`config.mk`:
```
export PLATFORM = sky130hd
export DESIGN_NAME = bbc_stack
export DESIGN_NICKNAME = d
export VERILOG_FILES = /design/src/bbc_pkg.sv /design/src/bbc_stack.sv
export SDC_FILE = /design/constraint.sdc
export NUM_CORES = 1
export LEC_CHECK = 0
export BUFFER_PORTS_ARGS = -buffer_cell sky130_fd_sc_hd__buf_2
export CAP_MARGIN = 15
export CELL_PAD_IN_SITES_DETAIL_PLACEMENT = 1
export CELL_PAD_IN_SITES_GLOBAL_PLACEMENT = 1
export CORE_MARGIN = 2
export CORE_UTILIZATION = 31
export DETAILED_ROUTE_END_ITERATION = 8
export GPL_ROUTABILITY_DRIVEN = 0
export GPL_TIMING_DRIVEN = 0
export PLACE_DENSITY_LB_ADDON = 0.1
export SYNTH_ARGS = -nofsm -noshare
export SYNTH_HDL_FRONTEND = slang
export SYNTH_SLANG_ARGS = --single-unit
```
`constraint.sdc`:
```
create_clock -name clock -period 3.2 [get_ports clock]
set_input_delay 0.48 -clock clock [delete_from_list [all_inputs] [get_ports clock]]
set_output_delay 0.48 -clock clock [all_outputs]
set_load 0.1 [all_outputs]
```
`src/bbc_pkg.sv`:
```
// types, codes and character decoders for the bracket balance checker
// no dependencies; imported by every module of the block
`default_nettype none

package bbc_pkg;

   typedef struct packed {
      logic [7:0] text_byte;
      logic       end_of_text;
   } req_item_type;

   typedef struct packed {
      logic [2:0] status;
      logic [7:0] found_bracket;
      logic [7:0] closer_char;
      logic [6:0] nesting_depth;
   } rsp_item_type;

   typedef enum logic [2:0] {
      LEX_NORMAL = 3'd0,
      LEX_SLASH  = 3'd1,
      LEX_LINE   = 3'd2,
      LEX_BLOCK  = 3'd3,
      LEX_STAR   = 3'd4,
      LEX_QUOTE  = 3'd5,
      LEX_ESC    = 3'd6
   } lex_mode_type;

   // stack command from the lexer to the bracket stack
   typedef struct packed {
      logic       push;
      logic       pop;
      logic       clear;
      logic [1:0] code;
   } stack_cmd_type;

   localparam logic [2:0] ST_OK        = 3'd0;
   localparam logic [2:0] ST_MISMATCH  = 3'd1;
   localparam logic [2:0] ST_EMPTY     = 3'd2;
   localparam logic [2:0] ST_OVERFLOW  = 3'd3;
   localparam logic [2:0] ST_UNMATCHED = 3'd4;
   localparam logic [2:0] ST_CLEAN_END = 3'd5;

   localparam logic [1:0] CODE_NONE  = 2'd0;
   localparam logic [1:0] CODE_PAREN = 2'd1;
   localparam logic [1:0] CODE_SQUARE = 2'd2;
   localparam logic [1:0] CODE_CURLY = 2'd3;

   localparam logic [7:0] CH_LPAREN  = 8'h28;
   localparam logic [7:0] CH_RPAREN  = 8'h29;
   localparam logic [7:0] CH_LSQUARE = 8'h5B;
   localparam logic [7:0] CH_RSQUARE = 8'h5D;
   localparam logic [7:0] CH_LCURLY  = 8'h7B;
   localparam logic [7:0] CH_RCURLY  = 8'h7D;
   localparam logic [7:0] CH_BSLASH  = 8'h5C;
   localparam logic [7:0] CH_NEWLINE = 8'h0A;
   localparam logic [7:0] CH_STAR    = 8'h2A;
   localparam logic [7:0] CH_SLASH   = 8'h2F;
   localparam logic [7:0] CH_SQUOTE  = 8'h27;
   localparam logic [7:0] CH_DQUOTE  = 8'h22;

   function automatic logic [1:0] open_code(input logic [7:0] b);
      logic [1:0] code;
      unique case (b)
         CH_LPAREN:  code = CODE_PAREN;
         CH_LSQUARE: code = CODE_SQUARE;
         CH_LCURLY:  code = CODE_CURLY;
         default:    code = CODE_NONE;
      endcase
      return code;
   endfunction

   function automatic logic [1:0] close_code(input logic [7:0] b);
      logic [1:0] code;
      unique case (b)
         CH_RPAREN:  code = CODE_PAREN;
         CH_RSQUARE: code = CODE_SQUARE;
         CH_RCURLY:  code = CODE_CURLY;
         default:    code = CODE_NONE;
      endcase
      return code;
   endfunction

   function automatic logic [7:0] code_char(input logic [1:0] code);
      logic [7:0] ch;
      unique case (code)
         CODE_PAREN:  ch = CH_LPAREN;
         CODE_SQUARE: ch = CH_LSQUARE;
         CODE_CURLY:  ch = CH_LCURLY;
         default:     ch = 8'h00;
      endcase
      return ch;
   endfunction

endpackage

`default_nettype wire

```
`src/bbc_stack.sv`:
```
// bracket stack: top entry in a register, the rest in a memory with a
// registered prefetch of the entry below the top; uses bbc_pkg
`default_nettype none

module bbc_stack
   import bbc_pkg::*;
#(
   parameter int STACK_DEPTH = 64,
   localparam int AW = (STACK_DEPTH > 1) ? $clog2(STACK_DEPTH) : 1,
   localparam int CW = $clog2(STACK_DEPTH + 1)
) (
   input  wire logic          clock,
   input  wire logic          reset,
   input  wire stack_cmd_type cmd,
   output logic [CW-1:0]      count,
   output logic [CW-1:0]      next_count,
   output logic [1:0]         top_code
);

   logic [1:0]    mem [STACK_DEPTH];
   logic [CW-1:0] count_ff, count_in;
   logic [1:0]    top_ff, top_in;
   logic [1:0]    below_ff;
   logic          wr_en;
   logic [AW-1:0] wr_addr;
   logic [AW-1:0] rd_addr;

   always_comb begin
      count_in = count_ff;
      top_in   = top_ff;
      wr_en    = 1'b0;
      if (cmd.clear) begin
         count_in = '0;
      end else if (cmd.push) begin
         count_in = count_ff + CW'(1);
         top_in   = cmd.code;
         // old top moves down into the memory
         wr_en    = (count_ff != '0);
      end else if (cmd.pop) begin
         count_in = count_ff - CW'(1);
         top_in   = below_ff;
      end
   end

   assign wr_addr = AW'(count_ff - CW'(1));
   // always fetch the entry just below the next top
   assign rd_addr = AW'(count_in - CW'(2));

   always_ff @(posedge clock) begin
      if (wr_en) begin
         mem[wr_addr] <= top_ff;
      end
      if (wr_en && (wr_addr == rd_addr)) begin
         below_ff <= top_ff;
      end else begin
         below_ff <= mem[rd_addr];
      end
      top_ff <= top_in;
   end

   always_ff @(posedge clock) begin
      if (reset) begin
         count_ff <= '0;
      end else begin
         count_ff <= count_in;
      end
   end

   assign count      = count_ff;
   assign next_count = count_in;
   assign top_code   = top_ff;

endmodule

`default_nettype wire

```
Word level (Yosys, flattened, before mapping)
Memory sizes are Yosys's and may differ from the RTL's. A register that Yosys moved wholly into a read port is not among the register bits.
Index checks and enable logic that the tools add are counted.
W data, S select, Z words.
{"block": "word_totals", "register_bits": 9, "mem_bits_rw": 128, "inputBits": 7, "output_inout_bits": 16, "wordCells": 19, "memories": 1}
{"memory": "mem", "depth": 64, "width": 2, "read_ports": 1, "rd_clocked_by_memory_dff": 1, "wr": 1, "line_no": "bbc_stack.sv:20", "rtl": "logic [1:0] mem [STACK_DEPTH];"}
{"block": "classes", "add_sub_neg": 3, "mux": 9, "n_bitwise": 1, "reduce_logical": 3}
{"cell": "$mux W7", "count": 3}
{"cell": "$add A7 B1 Y7 const B", "count": 1}
{"cell": "$reduce_bool A7 Y1", "count": 1}
{"cell": "$sub A7 B1 Y7 const B", "count": 1}
{"cell": "$sub A6 B2 Y6 const B", "count": 1}
{"cell": "$mux W1", "count": 4}
{"cell": "$mux W2", "count": 2}
{"cell": "$reduce_and A2 Y1", "count": 1}
{"cell": "$reduce_bool A2 Y1", "count": 1}
{"cell": "$not A1 Y1", "count": 1}

Longest topological paths before layout
{"block": "logic_depth", "word_depth": 5, "depth_mapped": 10, "ltp_nobuf": 10}

Least setup slack after synthesis
No wires, ideal clock.
{"block": "synth_timing", "kind": "register to register", "start": "register count_ff[0], in the netlist count[0]", "end": "register (tool-made name)", "arrival_time_ns": 3.885, "setup_slack_ns": -0.828, "stages_incl_launch_ff": 11, "synth_period_minus_slack_ns": 4.028, "cell_sequence": "dfxtp_1 -> inv_1 -> ha_1 -> nand3b_1 -> nand2_1 -> xor2_1 -> nor2b_1 -> inv_1 -> ha_1 -> nand3_1 -> xnor2_1"}
{"item": "start: declaration", "line_no": "bbc_stack.sv:21", "rtl": "logic [CW-1:0] count_ff, count_in;"}
{"item": "start signal: assignment", "line_no": "bbc_stack.sv:65", "rtl": "count_ff <= count_in;"}

Final worst setup path
{"block": "layout_timing", "start": "register count_ff[2], in the netlist count[2]", "end": "output port next_count[5]"}
{"block": "layout_between", "elab_chain_len": 4, "elab_cells_between_ends": 5, "classes_between": "add/sub: 2; mux: 3"}
{"item": "$sub A7 B1 Y7"}
{"item": "$mux W7", "line_no": "bbc_stack.sv:39", "rtl": "end else if (cmd.pop) begin"}
{"item": "$mux W7 *", "line_no": "bbc_stack.sv:34", "rtl": "end else if (cmd.push) begin"}
{"item": "$mux W7 *", "line_no": "bbc_stack.sv:32", "rtl": "if (cmd.clear) begin"}
{"item": "end: declaration", "line_no": "bbc_stack.sv:16", "rtl": "output logic [CW-1:0] next_count,"}
Every way passes the cells marked *; elsewhere a longest branch is shown, timed or not.

==> qor.yml <==
status:
  status: "complete, no violations"
synthesis:
  syn_nets: 434
  async_flop_share_pct: 0
  syn_area_sq_mm: 0.00615
  synth_edf_count: 130
  synth-seq-cells: 143
  synth.distinct_cells: 40
  syn_inst: 423
  synthFlopType: "edfxtp_1"
  synth_area_leaders: "edfxtp_1 63%, mux4_2 8.8%, nor2_1 4.9%, dfxtp_1 4.2%, mux2i_1 3.6%"
  yosysTopAreaCellShare_pct: 63.4
  yosysTopAreaCell: "edfxtp_1"
  seq_area_frac_synth_pct: 67.7
  yosysWarnings: 0
  avgSynthCellArea_sq_um: 14.5
pwr:
  p_per_area_mw_per_mm2: 647
  ir_worst_vdd_uv: 388
  leakagePower_nw: 2.48
clocking:
  clkSinkCount: 143
  htree_levels: 4
  worstSkewPairLatency_ns: 0.43
  cts_buffer_depth: 2
  post_cts_buffers: 0
  hold_buffers: 0
  cts_tree: "yes"
  cts_resized: 0
  cts_buffers: 17
  clk_pin_slew_worst_paths_ns: 0.06
  cts_root_buffer: "clkbuf_16"
setup_path:
  worst_setup_path_end_kind: "output port"
  crit_path_start_kind: "flop"
  arrival_ns: 2.57
  worstPathRequired_ns: 2.72
  critPathMaxFanout: 10
  criticalPathCategory: "reg -> out"
final_layout:
  fin_util_pct: 37.5
  drive_gt1_share_pct: 20.2
  design_area_sq_mm: 0.00730
  nets: 479
  nFillCells: 2014
  syn_to_final_growth_pct: 18.6
  antenna_cells: 0
die:
  dieArea_sq_mm: 0.0210
  rows: 51
  initial_core_util_pct: 31.6
  die_w_um: 145
  fp.dieH_um: 145
  core_area_sq_mm: 0.0195
  pin_count: 23
placed_design:
  hpwl_um: 11100
  placed_cell_area_sq_mm: 0.00672
  pre_cts_slack_ns: 0.500
  port_buffers: 22
detailed_routing:
  wl_per_cell_um: 21.1
  drt_iter0_markers: 243
  vias: 3674
  vias_per_cell: 4.92
  drtAntennaViolNets: 0
  route.detailed.drc: 0
  drtPass1Iterations: 4
  routed_wl_um: 15700
sta:
  layout_setup_ws_ns: 0.148
  slew_headroom_pct: 22.6
  hold_violations: 0
  finClkSkew_ns: 0.0133
  finalSetupTns_ns: 0
  fin_crit_sh_pct: 95.4
  hold_ws_ns: 0.317
  rsz0062_at_grt: "no"
  slew_violations: 0
  max_freq_mhz: 328
  setup_violations: 0
  worstMarginPinSlew_ns: 1.16
  finalCriticalPeriod_ns: 3.05
global_route:
  grt_pass1_wl_um: 24100
  grt_overflow_total: 0
  antenna_found_initial: 0
  grt_usage_pct: 16.1
  first_global_vias: 4009
  grt_max_degree: 30
flow_run:
  max_cap_violations: 0
min_path:
  min_path_type: "in -> reg"
state kept, by name (all words and copies together) (netlist names), named ones only:
signal,count
top_code,2
mem,128
count,7
routing by layer:
layer | GRT usage (%) | share of wire, % | vias to the layer above
met2 | 25.6 | 48 | 77
li1 | - | - | 1691
met4 | 6.29 | 2.1 | 0
met5 | 0 | 0 | -
met1 | 21.8 | 47 | 1889
met3 | 3.29 | 3.6 | 17
cell type report:
cell class / count / area [sq um] / share of cell area (%)
clock inverters: 14 / 120 / 1.65
flip-flops and latches: 143 / 4160 / 57.1
inverters: 9 / 33.8 / 0.463
multi-input cells: 252 / 1870 / 25.7
well taps: 265 / 332 / 4.54
plain buffers: 19 / 96.3 / 1.32
clock buffers: 18 / 450 / 6.17
repair buffers: 26 / 225 / 3.09
synth_stat cells (3+ instances only):
library cell    n
edfxtp_1      130
nor2_1         81
nand2_1        28
mux4_2         24
mux2i_1        22
dfxtp_1        13
nand3_1        12
nor2b_1        10
inv_1           9
xnor2_1         9
buf_2           8
a22oi_1         7
nand2b_1        6
nand4_1         6
a21oi_1         5
clkbuf_1        5
o22ai_1         5
a211oi_1        4
ha_1            4
o21ai_0         4
a32oi_1         3
buf_1           3
o31ai_1         3
xor2_1          3
stage by stage:
stage,std cells,total power [W]
after detailed placement,714,0.00287
after global placement,710,0.00282
after CTS,746,0.00478
after floorplan,423,0.00263
final,746,0.00472
after global routing,746,0.00490
kinds of logic after synthesis:
group / Yosys count / synth area share [%]
and+or+nand+nor: 154 / 11.3
DFF: 143 / 67.7
muxes: 46 / 12.4
adders and majority gates: 4 / 0.813
AOI/OAI and AO/OA: 36 / 4.07
xor gates and xnor gates: 12 / 1.71
buffers and inverters: 28 / 2.11
path summary, 6_finish.rpt:
check	startpoint	endpoint	slack, ns	cells past startpoint
max	count[2]$_SDFF_PP0_	next_count[5]	0.15	8
min	reset	count[2]$_SDFF_PP0_	0.32	2
max reg2reg	count[0]$_SDFF_PP0_	mem[9][1]$_DFFE_PP_	0.57	6
min reg2reg	flop	top_code[1]$_DFFE_PP_	0.60	1
critical path: stages (launching register included):
cell,delay (ns)
dfxtp_1,0.32
buf_6,0.14
or3_1,0.33
buf_2,0.16
or4_1,0.49
o21ai_2,0.08
xnor2_1,0.11
nor2_4,0.14
clkbuf_4,0.35
power by group:
| part | leakage (nW) | internal [W] | total [W] | switching (W) |
|---|---|---|---|---|
| Clock | 0.274 | 0.00106 | 0.00191 | 0.000845 |
| Combinational | 0.923 | 0.000229 | 0.000661 | 0.000431 |
| Sequential | 1.28 | 0.00210 | 0.00215 | 0.0000495 |
placed cells by master, fill, tap and decap left out, drive strengths merged, types with 6 or more instances in the layout:
cell type,count
a22oi,7
inv,18
nor2b,10
dfxtp,13
edfxtp,130
buf,37
mux4,24
nand2,28
nand4,6
nor2,82
nand3,12
xnor2,9
clkbuf,26
mux2i,22
nand2b,6
Note: power is estimated with default switching activity, not from simulation.
